==> config.mk <==
export PLATFORM = sky130hd
export DESIGN_NAME = i2c_master_register_access_top
export DESIGN_NICKNAME = d
export VERILOG_FILES = /design/src/rtl/i2cm_pkg.sv /design/src/rtl/i2cm_fifo.sv /design/src/rtl/i2c_master_register_access_top.sv
export SDC_FILE = /design/constraint.sdc
export NUM_CORES = 1
export LEC_CHECK = 0
export ABC_AREA = 1
export BUFFER_PORTS_ARGS = -buffer_cell sky130_fd_sc_hd__buf_2
export CELL_PAD_IN_SITES_DETAIL_PLACEMENT = 1
export CELL_PAD_IN_SITES_GLOBAL_PLACEMENT = 2
export CORE_MARGIN = 2
export CORE_UTILIZATION = 38
export DETAILED_ROUTE_END_ITERATION = 7
export GPL_TIMING_DRIVEN = 0
export PLACE_DENSITY = 0.79
export SETUP_SLACK_MARGIN = 0.05
export SLEW_MARGIN = 0
export SYNTH_ARGS = -nofsm -noshare
export SYNTH_HDL_FRONTEND = slang
export SYNTH_SLANG_ARGS = --single-unit
==> constraint.sdc <==
create_clock -name clk -period 3.98 [get_ports clk]
set_input_delay 0.597 -clock clk [delete_from_list [all_inputs] [get_ports clk]]
set_output_delay 0.597 -clock clk [all_outputs]
set_load 0.02 [all_outputs]
==> src/rtl/i2cm_pkg.sv <==
package i2cm_pkg;

  // Operation codes carried by the op field of an input word.
  localparam logic [1:0] OP_TICK  = 2'd0;
  localparam logic [1:0] OP_READ  = 2'd1;
  localparam logic [1:0] OP_WRITE = 2'd2;
  localparam logic [1:0] OP_PUSH  = 2'd3;

  // Default depth of the write byte queue.
  localparam int FIFO_DEPTH_DEF = 16;

endpackage

==> src/rtl/i2cm_fifo.sv <==
module i2cm_fifo import i2cm_pkg::*; #(
  parameter int DEPTH = FIFO_DEPTH_DEF
) (
  input  logic       clk,
  input  logic       rst,
  input  logic       push,
  input  logic [7:0] wdata,
  input  logic       pop,
  output logic [7:0] rdata,
  output logic       empty
);

  localparam int AW = (DEPTH > 1) ? $clog2(DEPTH) : 1;
  localparam int FW = $clog2(DEPTH + 1);

  logic [7:0]    mem [DEPTH];
  logic [AW-1:0] head;
  logic [AW-1:0] tail;
  logic [FW-1:0] fill;
  logic          push_ok;
  logic          pop_ok;

  // A push into a full queue is dropped.
  assign push_ok = push && (fill != FW'(DEPTH));
  assign pop_ok  = pop && (fill != '0);
  assign empty   = (fill == '0);

  always_ff @(posedge clk) begin
    if (push_ok) begin
      mem[tail] <= wdata;
    end
    if (pop_ok) begin
      rdata <= mem[head];
    end
  end

  always_ff @(posedge clk) begin
    if (rst) begin
      head <= '0;
      tail <= '0;
      fill <= '0;
    end else begin
      if (push_ok) begin
        tail <= (tail == AW'(DEPTH - 1)) ? '0 : tail + 1'b1;
      end
      if (pop_ok) begin
        head <= (head == AW'(DEPTH - 1)) ? '0 : head + 1'b1;
      end
      if (push_ok && !pop_ok) begin
        fill <= fill + 1'b1;
      end else if (pop_ok && !push_ok) begin
        fill <= fill - 1'b1;
      end
    end
  end

endmodule

==> src/rtl/i2c_master_register_access_top.sv <==
// I2C master for register reads and writes, stepped one bus timing step per tick.
// Input channel (in_valid/in_ready): each word carries an op. A tick advances the
// bus sequencer by one step and samples sda_in; begin read and begin write latch
// target_reg and byte_count when the master is idle; a push appends
// write_byte to the write queue (dropped when the queue is full).
// Output channel (out_valid/out_ready): exactly one result word per input word,
// giving the SCL/SDA drive levels, a completed read byte, a slave NACK flag, and
// busy and done status.
// Configuration: cfg_wen with cfg_wdata loads the seven-bit device address.
// The result of a word accepted at one edge is presented in the cycle after it.
// One word can be accepted every cycle while the receiver keeps up; the sequencer
// state and the result register are updated together at the accepting edge.
// The write queue is a memory with a registered read port; a data byte is read
// on its setup step and moved into the shift register on the following step.
// When the receiver stalls, the result register holds its word and in_ready
// drops until it is taken; in_ready is high whenever the register is empty or
// being emptied in the same cycle.
// Reset clears the sequencer to idle, empties the queue, sets the held bus lines
// to SCL high, SDA high and driven, clears the address, and empties the output.
module i2c_master_register_access_top import i2cm_pkg::*; #(
  parameter int FIFO_DEPTH = FIFO_DEPTH_DEF
) (
  input  logic        clk,
  input  logic        rst,
  input  logic        cfg_wen,
  input  logic [6:0]  cfg_wdata,
  input  logic        in_valid,
  output logic        in_ready,
  input  logic [1:0]  op,
  input  logic [7:0]  target_reg,
  input  logic [15:0] byte_count,
  input  logic [7:0]  write_byte,
  input  logic        sda_in,
  output logic        out_valid,
  input  logic        out_ready,
  output logic        scl_level,
  output logic        sda_level,
  output logic        sda_driving,
  output logic [7:0]  read_byte,
  output logic        read_valid,
  output logic        nack_seen,
  output logic        busy_res,
  output logic        done_res
);

  typedef enum logic [4:0] {
    PH_IDLE, PH_START, PH_TX_AW, PH_ACK_AW, PH_TX_REG, PH_ACK_REG, PH_RSTART,
    PH_TX_AR, PH_ACK_AR, PH_RX, PH_MACK, PH_TX_DATA, PH_ACK_DATA, PH_STOP
  } phase_t;

  typedef struct packed {
    logic scl;
    logic sda;
    logic drv;
  } lines_t;

  // SDA reads as high whenever the master has released it.
  function automatic lines_t drive(logic scl, logic sda, logic drv);
    lines_t l;
    l.scl = scl;
    l.drv = drv;
    l.sda = drv ? sda : 1'b1;
    return l;
  endfunction

  phase_t      phase, phase_next;
  logic [1:0]  step, step_next;
  logic [2:0]  bit_index, bit_index_next;
  logic [7:0]  shift_byte, shift_byte_next;
  logic [15:0] bytes_left, bytes_left_next;
  logic        is_read, is_read_next;
  logic [7:0]  reg_addr_hold, reg_addr_hold_next;
  logic        load_pend, load_pend_next;
  lines_t      lines, lines_next;
  logic [6:0]  slave_addr;

  logic        accept;
  logic        rv, nack, done;
  logic        pop;
  logic        fifo_empty;
  logic [7:0]  fifo_rdata;
  logic [7:0]  tx_byte;
  logic        last_ack;

  assign in_ready = !out_valid || out_ready;
  assign accept   = in_valid && in_ready;

  i2cm_fifo #(.DEPTH(FIFO_DEPTH)) u_fifo (
    .clk   (clk),
    .rst   (rst),
    .push  (accept && (op == OP_PUSH)),
    .wdata (write_byte),
    .pop   (accept && pop),
    .rdata (fifo_rdata),
    .empty (fifo_empty)
  );

  // The byte to shift out: fresh queue data on the step after its read.
  assign tx_byte  = load_pend ? fifo_rdata : shift_byte;
  // After a read byte, the master acknowledges unless it was the last one.
  assign last_ack = (bytes_left == '0);

  always_comb begin
    phase_next         = phase;
    step_next          = step;
    bit_index_next     = bit_index;
    shift_byte_next    = shift_byte;
    bytes_left_next    = bytes_left;
    is_read_next       = is_read;
    reg_addr_hold_next = reg_addr_hold;
    load_pend_next     = load_pend;
    lines_next         = lines;
    rv                 = 1'b0;
    nack               = 1'b0;
    done               = 1'b0;
    pop                = 1'b0;

    case (op)
      OP_READ, OP_WRITE: begin
        if (phase == PH_IDLE) begin
          reg_addr_hold_next = target_reg;
          bytes_left_next    = byte_count;
          is_read_next       = (op == OP_READ);
          phase_next         = PH_START;
          step_next          = '0;
          bit_index_next     = '0;
        end
      end
      OP_TICK: begin
        case (phase)
          PH_IDLE: begin
          end
          PH_START, PH_RSTART: begin
            if (step == 2'd0) begin
              lines_next = drive(1'b1, 1'b1, 1'b1);
              step_next  = 2'd1;
            end else if (step == 2'd1) begin
              lines_next = drive(1'b1, 1'b0, 1'b1);
              step_next  = 2'd2;
            end else begin
              lines_next     = drive(1'b0, 1'b0, 1'b1);
              phase_next     = (phase == PH_START) ? PH_TX_AW : PH_TX_AR;
              step_next      = '0;
              bit_index_next = '0;
            end
          end
          PH_TX_AW, PH_TX_REG, PH_TX_AR, PH_TX_DATA: begin
            if (step == 2'd0) begin
              lines_next = drive(1'b0, 1'b0, 1'b1);
              // With no queued data the setup step repeats and SCL stays low.
              if (!(phase == PH_TX_DATA && fifo_empty)) begin
                case (phase)
                  PH_TX_AW:  shift_byte_next = {slave_addr, 1'b0};
                  PH_TX_AR:  shift_byte_next = {slave_addr, 1'b1};
                  PH_TX_REG: shift_byte_next = reg_addr_hold;
                  default: begin
                    pop             = 1'b1;
                    load_pend_next  = 1'b1;
                    bytes_left_next = bytes_left - 16'd1;
                  end
                endcase
                bit_index_next = '0;
                step_next      = 2'd1;
              end
            end else if (step == 2'd1) begin
              shift_byte_next = tx_byte;
              load_pend_next  = 1'b0;
              lines_next      = drive(1'b0, tx_byte[7], 1'b1);
              step_next       = 2'd2;
            end else begin
              lines_next      = drive(1'b1, shift_byte[7], 1'b1);
              shift_byte_next = {shift_byte[6:0], 1'b0};
              if (bit_index == 3'd7) begin
                case (phase)
                  PH_TX_AW:  phase_next = PH_ACK_AW;
                  PH_TX_REG: phase_next = PH_ACK_REG;
                  PH_TX_AR:  phase_next = PH_ACK_AR;
                  default:   phase_next = PH_ACK_DATA;
                endcase
                step_next      = '0;
                bit_index_next = '0;
              end else begin
                bit_index_next = bit_index + 3'd1;
                step_next      = 2'd1;
              end
            end
          end
          PH_ACK_AW, PH_ACK_REG, PH_ACK_AR, PH_ACK_DATA: begin
            if (step == 2'd0) begin
              lines_next = drive(1'b1, 1'b1, 1'b0);
              nack       = sda_in;
              step_next  = 2'd1;
            end else begin
              lines_next     = drive(1'b0, 1'b1, 1'b0);
              step_next      = '0;
              bit_index_next = '0;
              case (phase)
                PH_ACK_AW: phase_next = PH_TX_REG;
                PH_ACK_REG: begin
                  if (is_read) begin
                    phase_next = PH_RSTART;
                  end else begin
                    phase_next = last_ack ? PH_STOP : PH_TX_DATA;
                  end
                end
                PH_ACK_AR: phase_next = last_ack ? PH_MACK : PH_RX;
                default:   phase_next = last_ack ? PH_STOP : PH_TX_DATA;
              endcase
            end
          end
          PH_RX: begin
            if (step == 2'd0) begin
              lines_next     = drive(1'b0, 1'b1, 1'b0);
              bit_index_next = '0;
              step_next      = 2'd1;
            end else if (step == 2'd1) begin
              lines_next      = drive(1'b1, 1'b1, 1'b0);
              shift_byte_next = {shift_byte[6:0], sda_in};
              rv              = (bit_index == 3'd7);
              step_next       = 2'd2;
            end else begin
              lines_next = drive(1'b0, 1'b1, 1'b0);
              if (bit_index == 3'd7) begin
                bytes_left_next = bytes_left - 16'd1;
                phase_next      = PH_MACK;
                step_next       = '0;
                bit_index_next  = '0;
              end else begin
                bit_index_next = bit_index + 3'd1;
                step_next      = 2'd1;
              end
            end
          end
          PH_MACK: begin
            if (step == 2'd0) begin
              lines_next = drive(1'b0, 1'b0, 1'b1);
              step_next  = 2'd1;
            end else if (step == 2'd1) begin
              lines_next = drive(1'b0, last_ack, 1'b1);
              step_next  = 2'd2;
            end else if (step == 2'd2) begin
              lines_next = drive(1'b1, last_ack, 1'b1);
              step_next  = 2'd3;
            end else begin
              lines_next     = drive(1'b0, last_ack, 1'b1);
              phase_next     = last_ack ? PH_STOP : PH_RX;
              step_next      = '0;
              bit_index_next = '0;
            end
          end
          PH_STOP: begin
            if (step == 2'd0) begin
              lines_next = drive(1'b0, 1'b0, 1'b1);
              step_next  = 2'd1;
            end else if (step == 2'd1) begin
              lines_next = drive(1'b1, 1'b0, 1'b1);
              step_next  = 2'd2;
            end else begin
              lines_next     = drive(1'b1, 1'b1, 1'b1);
              done           = 1'b1;
              phase_next     = PH_IDLE;
              step_next      = '0;
              bit_index_next = '0;
            end
          end
          default: begin
            phase_next     = PH_IDLE;
            step_next      = '0;
            bit_index_next = '0;
          end
        endcase
      end
      default: begin
      end
    endcase
  end

  always_ff @(posedge clk) begin
    if (rst) begin
      phase          <= PH_IDLE;
      step           <= '0;
      bit_index      <= '0;
      shift_byte     <= '0;
      bytes_left     <= '0;
      is_read        <= 1'b0;
      reg_addr_hold  <= '0;
      load_pend      <= 1'b0;
      lines          <= drive(1'b1, 1'b1, 1'b1);
      slave_addr     <= '0;
      out_valid      <= 1'b0;
    end else begin
      if (cfg_wen) begin
        slave_addr <= cfg_wdata;
      end
      if (accept) begin
        phase         <= phase_next;
        step          <= step_next;
        bit_index     <= bit_index_next;
        shift_byte    <= shift_byte_next;
        bytes_left    <= bytes_left_next;
        is_read       <= is_read_next;
        reg_addr_hold <= reg_addr_hold_next;
        load_pend     <= load_pend_next;
        lines         <= lines_next;
        out_valid     <= 1'b1;
      end else if (out_ready) begin
        out_valid <= 1'b0;
      end
    end
  end

  // Result register; it loads only when a word is accepted.
  always_ff @(posedge clk) begin
    if (accept) begin
      scl_level   <= lines_next.scl;
      sda_level   <= lines_next.sda;
      sda_driving <= lines_next.drv;
      read_byte   <= rv ? shift_byte_next : 8'd0;
      read_valid  <= rv;
      nack_seen   <= nack;
      busy_res    <= (phase_next != PH_IDLE);
      done_res    <= done;
    end
  end

`ifndef SYNTH
  a_done_not_busy: assert property (@(posedge clk) disable iff (rst)
    out_valid && done_res |-> !busy_res)
    else $error("done reported while still busy");

  a_released_reads_high: assert property (@(posedge clk) disable iff (rst)
    out_valid && !sda_driving |-> sda_level)
    else $error("released SDA not reported high");

  a_load_only_in_data: assert property (@(posedge clk) disable iff (rst)
    load_pend |-> (phase == PH_TX_DATA) && (step == 2'd1))
    else $error("queue byte pending outside a data byte");

  a_accept_gives_word: assert property (@(posedge clk) disable iff (rst)
    accept |=> out_valid)
    else $error("accepted word produced no result");
`endif

endmodule

==> impl_metrics.env, run 1 <==
export IMPL_clockRootBuffer="clkbuf_16"
export IMPL_htreeDepth=1
export IMPL_hold_buffers=0
export IMPL_tightest_slew_ns=1.005
export IMPL_whs_endpoint="slave_addr[3]"
export IMPL_yosysMostFrequentCell="nor2_1"
export IMPL_r2r_cells=15
export IMPL_fmax_mhz=310.6
export IMPL_grt_pass1_wl_um=53310
export IMPL_place_area_um2=11590
export IMPL_relSlewSlack_pct=32.78
export IMPL_synth_edf_count=151
export IMPL_initial_core_util_pct=38.77
export IMPL_synth_cell_types=53
export IMPL_clock_latency_ns=0.55
export IMPL_crit_fanout=7
export IMPL_synth_top_cells_by_count="nor2_1, nand2_1, edfxtp_1"
export IMPL_remaining_drc_errors=0
export IMPL_io_buffers=63
export IMPL_startpoint_type="flip-flop"
export IMPL_synth_mux_area_share_pct=0.9267
export IMPL_synth_area_um2=10800
export IMPL_peakVddDrop_mv=0.3886
export IMPL_finalSetupTns_ns=0
export IMPL_gp_congestion=0.8597
export IMPL_synth_cells=1206
export IMPL_drive_gt1_share_pct=12.55
export IMPL_grt_setup_unrepaired="false"
export IMPL_grt_max_degree=25
export IMPL_cts_made_buffers=25
export IMPL_num_vias=8881
export IMPL_ys_seq_area_share_pct=54.58
export IMPL_synth_compound_area_share_pct=14.42
export IMPL_min_path_type="input pin to flip-flop"
export IMPL_yosysWarnings=0
export IMPL_setup_worst_path_start="out_valid"
export IMPL_syn2layout_area_growth_pct=15.15
export IMPL_grtUsageTotal_pct=22.82
export IMPL_seqPwrFrac_pct=45.8
export IMPL_final_area_um2=12440
export IMPL_yosys_area_share_simple_pct=20.77
export IMPL_reg2reg_to="u_fifo.fill[4]"
export IMPL_cts_buffer_depth=3
export IMPL_core_area_um2=27860
export IMPL_pwr_share_clk_pct=42.4
export IMPL_synthFlopType="edfxtp_1"
export IMPL_critPathRequiredTime_ns=4.45
export IMPL_synth_top_family_by_area="simple AND/OR/NAND/NOR gates"
export IMPL_outcome="finished clean"
export IMPL_syn_area_per_cell_um2=8.957
export IMPL_p_comb_share_pct=11.8
export IMPL_viasPerCell=5.243
export IMPL_pin_count=64
export IMPL_cp_arrival_ns=3.69
export IMPL_first_pass_iters=5
export IMPL_cts_sinks=219
export IMPL_setup_violations=0
export IMPL_totalWireLength_um=34080
export IMPL_leakage_nw=4.783
export IMPL_syn_num_nets=1275
export IMPL_synth_seq_cells=219
export IMPL_rows=61
export IMPL_synthTopCellsByArea="edfxtp_1, dfxtp_1, nor2_1, nand2_1, o21ai_0"
export IMPL_p_sw_share_pct=26.31
export IMPL_min_delay_start="cfg_wdata[3]"
export IMPL_finalHoldViolCount=0
export IMPL_cap_viol_max_count=0
export IMPL_cts_tree="built"
export IMPL_fin_nets=1365
export IMPL_grt_overflow=0
export IMPL_dpl_hpwl_um=24180
export IMPL_antenna_found_initial=0
export IMPL_post_cts_buffers=0
export IMPL_wl_per_cell_um=20.12
export IMPL_slew_viol_final=0
export IMPL_power_density_nw_per_um2=446.1
export IMPL_dieArea_um2=29790
export IMPL_die_h_um=172.6
export IMPL_end_kind="flip-flop"
export IMPL_hold_depth=3
export IMPL_power_switching_mw=1.460
export IMPL_synthAdderAreaFrac_pct=2.618
export IMPL_cts_resized_gates=0
export IMPL_synth_xor_area_share_pct=0.4865
export IMPL_grt_pass1_vias=9350
export IMPL_clock_skew_ns=0.01884
export IMPL_period_share_pct=80.90
export IMPL_setup_worst_path_class="flip-flop to flip-flop"
export IMPL_r2r_slack_ns=0.76
export IMPL_reg2reg_from="out_valid"
export IMPL_fp_dieW_um=172.6
export IMPL_async_flop_share_pct=0
export IMPL_drt_initial_drc_count=574
export IMPL_antenna_left=0
export IMPL_clkSlewWorstSetupHoldPaths_ns=0.06
export IMPL_yosys_area_top_type="edfxtp_1"
export IMPL_synth_top_cell_area_share_pct=41.98
export IMPL_p_int_mw=4.089
export IMPL_period_needed_ns=3.220
[worst max-delay path, stage by stage, from the launching register on]
cell and delay [ns]:
dfxtp_1 0.38, nand2_1 0.17, nand2_1 0.31, inv_1 0.24, o211ai_1 0.29, inv_1 0.24
ha_1 0.30, inv_1 0.12, ha_1 0.28, nand2_1 0.09, nor2_1 0.04, a211oi_1 0.25
nor2_1 0.08, nor2_1 0.14, o21ai_0 0.09, a21oi_1 0.14
[routing by layer]
metal | share of wire [%] | global-route usage (%) | up-vias
li1 | - | - | 4321
met1 | 44 | 29.74 | 4314
met2 | 49 | 39.79 | 182
met3 | 4.1 | 2.924 | 64
met4 | 2.7 | 6.588 | 0
met5 | 0 | 0 | -
[per-stage QoR]
stage / utilization (%) / worst slack [ns] / power, mW / hold WS [ns] / std cells
3_5_place_dp: 41.61 / 0.3427 / 3.246 / 0.4511 / 1647
6_report: 44.65 / 0.7601 / 5.549 / 0.2853 / 1694
4_1_cts: 44.64 / 0.7357 / 5.613 / 0.2718 / 1693
5_1_grt: 44.64 / 0.3984 / 5.771 / 0.2893 / 1693
2_1_floorplan: - / 1.035 / 3.016 / 0.4245 / 1206
3_3_place_gp: 41.60 / 0.3964 / 3.237 / 0.4507 / 1647
[cell usage in the layout (no fill, tap or decap), types with 4 or more instances in the layout]
master,count
inv_1,101
o21ai_0,96
ha_1,21
buf_1,8
nand2_1,201
a211oi_2,6
nand2_2,6
buf_4,5
edfxtp_1,151
clkbuf_1,34
a21oi_1,64
nand3_1,73
nor3_1,8
buf_2,66
o211ai_1,19
clkinv_2,5
mux2i_1,10
nor2_1,217
a31oi_1,7
o32ai_1,24
o21ai_1,11
xnor2_1,4
dfxtp_1,68
inv_2,13
o221ai_1,9
clkbuf_16,26
[kinds of logic (layout without fill, tap and decap cells)]
family                   Yosys count  count (layout)
multiplexers                      10              10
adder cells (fa/ha/maj)           22              22
AND/OR/NAND/NOR                  529             529
flip-flops                       219             219
XOR/XNOR                           6               6
buffers and inverters            166             275
other                              0               1
AO/OA/AOI/OAI                    254             254
[power groups by stage]
| stage | clock network [mW] | logic [mW] | registers, mW |
|---|---|---|---|
| 2_1_floorplan | 0 | 0.426 | 2.59 |
| 3_3_place_gp | 0 | 0.648 | 2.59 |
| 3_5_place_dp | 0 | 0.656 | 2.59 |
| 4_1_cts | 2.41 | 0.662 | 2.54 |
| 5_1_grt | 2.48 | 0.740 | 2.55 |
| 6_report | 2.35 | 0.656 | 2.54 |
[sequential cells by signal, indices dropped and copies added (netlist names), 2 cells and up]
register       flops
shift_byte         8
bytes_left        16
u_fifo.rdata       8
u_fifo.fill        5
bit_index          3
step               2
u_fifo.mem       128
read_byte          8
slave_addr         7
lines              3
phase              5
reg_addr_hold      8
u_fifo.tail        4
u_fifo.head        4
[area by class of cell]
| class | instances | area [um^2] |
|---|---|---|
| Multi-Input combinational cell | 821 | 4237 |
| Clock buffer | 33 | 706.9 |
| Buffer | 49 | 226.5 |
| Antenna cell | 1 | 2.502 |
| Clock inverter | 13 | 137.6 |
| Tap cell | 378 | 473.0 |
| Timing Repair Buffer | 63 | 315.3 |
| Inverter | 117 | 444.2 |
| Sequential cell | 219 | 5896 |
| Fill cell | 3279 | 15420 |
[worst max-delay path by stage]
stage	to	slack [ns]
final	u_fifo.fill[4]	0.76
after global routing	u_fifo.fill[4]	0.40
after CTS	u_fifo.fill[4]	0.74
after detailed placement	u_fifo.fill[4]	0.34
after global placement	u_fifo.fill[4]	0.40
after floorplan	u_fifo.fill[4]	1.04
Note: power is estimated with default switching activity, not from simulation.
==> run 2, diff against run 1 <==
--- a/config.mk
+++ b/config.mk
@@ -5,15 +5,15 @@
 export SDC_FILE = /design/constraint.sdc
 export NUM_CORES = 1
 export LEC_CHECK = 0
-export ABC_AREA = 1
+export ABC_AREA = 0
 export BUFFER_PORTS_ARGS = -buffer_cell sky130_fd_sc_hd__buf_2
 export CELL_PAD_IN_SITES_DETAIL_PLACEMENT = 1
 export CELL_PAD_IN_SITES_GLOBAL_PLACEMENT = 2
 export CORE_MARGIN = 2
-export CORE_UTILIZATION = 38
+export CORE_UTILIZATION = 42
 export DETAILED_ROUTE_END_ITERATION = 7
 export GPL_TIMING_DRIVEN = 0
-export PLACE_DENSITY = 0.79
+export PLACE_DENSITY = 0.8
 export SETUP_SLACK_MARGIN = 0.05
 export SLEW_MARGIN = 0
 export SYNTH_ARGS = -nofsm -noshare
==> constraint.sdc (replaced) <==
create_clock -name clk -period 3.2 [get_ports clk]
set_input_delay 0.48 -clock clk [delete_from_list [all_inputs] [get_ports clk]]
set_output_delay 0.48 -clock clk [all_outputs]
set_load 0.02 [all_outputs]
==> run 2 against run 1 <==
Against the previous run: sequential power rose by 23%; sequential share of layout area fell by 0.78 points; non-clock buffer count rose by 24; critical path type unchanged; critical endpoint unchanged; largest power group unchanged; highest routed layer unchanged.
==> impl_metrics.env, run 2 <==
export IMPL_ys_seq_area_share_pct=54.50
export IMPL_clock_skew_ns=0.01976
export IMPL_relSlewSlack_pct=12.35
export IMPL_async_flop_share_pct=0
export IMPL_synth_top_cells_by_count="edfxtp_1, nor2_1, dfxtp_1"
export IMPL_syn2layout_area_growth_pct=17.19
export IMPL_remaining_drc_errors=0
export IMPL_wl_per_cell_um=23.95
export IMPL_synth_top_family_by_area="compound AO/OA/AOI/OAI gates"
export IMPL_cts_sinks=219
export IMPL_cts_tree="built"
export IMPL_clockRootBuffer="clkbuf_16"
export IMPL_top_register="u_fifo.mem"
export IMPL_antenna_found_initial=0
export IMPL_synthFlopType="edfxtp_1"
export IMPL_yosys_area_top_type="edfxtp_1"
export IMPL_fin_nets=1083
export IMPL_synthAdderAreaFrac_pct=2.614
export IMPL_tightest_slew_ns=1.305
export IMPL_reg_top3="u_fifo.mem x128, bytes_left x16"
export IMPL_place_area_um2=11540
export IMPL_drt_initial_drc_count=602
export IMPL_grt_setup_unrepaired="true"
export IMPL_synth_cell_types=86
export IMPL_fin_util_pct=50.20
export IMPL_r2r_cells=14
export IMPL_pin_count=64
export IMPL_htreeDepth=1
export IMPL_syn_num_nets=982
export IMPL_reg2reg_from="phase[2]"
export IMPL_leakage_nw=4.285
export IMPL_largest_reg_flops=128
export IMPL_hold_buffers=0
export IMPL_cap_viol_max_count=0
export IMPL_slew_viol_final=0
export IMPL_min_delay_start="cfg_wdata[0]"
export IMPL_grt_overflow=0
export IMPL_power_density_nw_per_um2=538.8
export IMPL_synth_seq_cells=219
export IMPL_viasPerCell=5.949
export IMPL_layout_commonest_cell="edfxtp_1"
export IMPL_fill_cells=2697
export IMPL_cp_arrival_ns=3.44
export IMPL_drive_gt1_share_pct=20.76
export IMPL_end_kind="flip-flop"
export IMPL_antenna_cells=0
export IMPL_cts_buffer_depth=3
export IMPL_antenna_left=0
export IMPL_grt_max_degree=25
export IMPL_synth_xor_area_share_pct=0.6477
export IMPL_final_cell_mix="edfxtp_1, nor2_1, buf_2"
export IMPL_period_share_pct=95.04
export IMPL_synth_compound_area_share_pct=14.46
export IMPL_synth_edf_count=151
export IMPL_gp_congestion=0.9064
export IMPL_whs_endpoint="slave_addr[0]"
export IMPL_yosysWarnings=0
export IMPL_r2r_slack_ns=0.16
export IMPL_grt_pass1_vias=8288
export IMPL_grtUsageTotal_pct=24.33
export IMPL_synthTopCellsByArea="edfxtp_1, dfxtp_1, mux4_2, nor2_1, mux2i_1"
export IMPL_hold_depth=3
export IMPL_dieArea_um2=27060
export IMPL_whs_ns=0.1933
export IMPL_synth_top_cell_area_share_pct=41.92
export IMPL_synth_area_um2=10820
export IMPL_yosysMostFrequentCell="edfxtp_1"
export IMPL_totalWireLength_um=32590
export IMPL_num_vias=8097
export IMPL_first_pass_iters=5
export IMPL_startpoint_type="flip-flop"
export IMPL_reg2reg_to="u_fifo.fill[4]"
export IMPL_die_h_um=164.5
export IMPL_clkSlewWorstSetupHoldPaths_ns=0.06
export IMPL_period_needed_ns=3.041
export IMPL_peakVddDrop_mv=0.4858
export IMPL_min_path_type="input pin to flip-flop"
export IMPL_grt_pass1_wl_um=49460
export IMPL_synth_cells=913
export IMPL_setup_violations=0
export IMPL_cts_made_buffers=24
export IMPL_clock_latency_ns=0.54
export IMPL_dpl_hpwl_um=23050
export IMPL_io_buffers=62
export IMPL_syn_area_per_cell_um2=11.85
export IMPL_final_area_um2=12680
export IMPL_critPathRequiredTime_ns=3.60
export IMPL_fmax_mhz=328.8
export IMPL_rows=58
export IMPL_finalHoldViolCount=0
export IMPL_fp_dieW_um=164.5
export IMPL_yosys_area_share_simple_pct=12.70
export IMPL_core_area_um2=25250
export IMPL_initial_core_util_pct=42.84
export IMPL_setup_worst_path_class="flip-flop to flip-flop"
export IMPL_outcome="finished clean"
export IMPL_synth_mux_area_share_pct=11.69
export IMPL_crit_fanout=7
## run 2: changes by cell type after synthesis, moves of 20 or more
cell      previous run  this run
o21ai_0             96        40
nor2_1             217        90
nand2_1            201        56
mux4_2               0        40
nand2b_1             0        20
nand3_1             73        19
nor3_1               8        31
inv_1              101        25
mux2i_1             10        33
## run 2: cells by family after synthesis
| group | count (synthesis) |
|---|---|
| AND/OR/NAND/NOR | 279 |
| AO/OA/AOI/OAI | 222 |
| flip-flops | 219 |
| buffers and inverters | 87 |
| multiplexers | 76 |
| adder cells (fa/ha/maj) | 22 |
| XOR/XNOR | 8 |
## run 2: per-layer routing
layer / part of all wire (%) / up-vias / GRT usage [%]
met5: 0 / - / 0
met4: 3.3 / 0 / 6.719
met3: 4.7 / 74 / 2.712
met2: 47 / 249 / 39.79
met1: 45 / 4041 / 34.59
li1: - / 3733 / -
## run 2: layout make-up
| type | instances | area [um^2] | area share, % |
|---|---|---|---|
| Multi-Input combinational cell | 607 | 4666 | 36.80 |
| Buffer | 61 | 301.5 | 2.379 |
| Inverter | 26 | 97.59 | 0.7698 |
| Clock inverter | 17 | 262.8 | 2.073 |
| Clock buffer | 26 | 618.1 | 4.876 |
| Sequential cell | 219 | 5911 | 46.62 |
| Timing Repair Buffer | 75 | 407.9 | 3.218 |
| Tap cell | 330 | 412.9 | 3.257 |
## run 2: where the power goes
part / total (mW) / internal (mW) / leakage, nW / switching (mW)
Combinational: 0.645 / 0.229 / 1.94 / 0.417
Sequential: 3.13 / 3.08 / 1.92 / 0.0518
Clock: 3.05 / 1.89 / 0.419 / 1.17
Total: 6.83 / 5.20 / 4.28 / 1.64
## run 2: timing repair
item,CTS,global route
setup endpoints to repair,19,4
pin swaps,2,7
gates resized for setup,12,29
buffers inserted,2,11
## run 2: through the flow
| step | std cells | power (mW) | worst slack (ns) | setup TNS [ns] |
|---|---|---|---|---|
| floorplan | 913 | 3.577 | 0.07257 | 0 |
| global placement | 1305 | 3.800 | -0.6088 | -8.379 |
| detailed placement | 1305 | 3.814 | -0.6693 | -9.343 |
| CTS | 1350 | 6.858 | -0.0007918 | -0.0007918 |
| global route | 1361 | 7.048 | 0.009494 | 0 |
| finish | 1361 | 6.831 | 0.1588 | 0 |
## run 2: how the worst max path moves through the flow
stage | cells after the start | endpoint | start | slack, ns
2_1_floorplan | 15 | u_fifo.fill[4] | op[1] | 0.07
4_1_cts | 13 | u_fifo.fill[4] | phase[1] | -0.0008
3_5_place_dp | 16 | u_fifo.fill[4] | op[1] | -0.67
3_3_place_gp | 16 | u_fifo.fill[4] | op[1] | -0.61
6_report | 14 | u_fifo.fill[4] | phase[2] | 0.16
5_1_grt | 14 | u_fifo.fill[4] | phase[2] | 0.009
## run 2: worst max-delay path, stage by stage (launching register included)
cell       delay [ns]
dfxtp_4          0.42
buf_8            0.15
and2b_2          0.18
a32oi_4          0.09
a211oi_4         0.35
o2111ai_4        0.19
ha_4             0.21
inv_2            0.07
ha_1             0.25
nor2b_2          0.17
o21a_1           0.17
or3_1            0.32
a21oi_2          0.17
xnor2_1          0.13
nor2_1           0.05
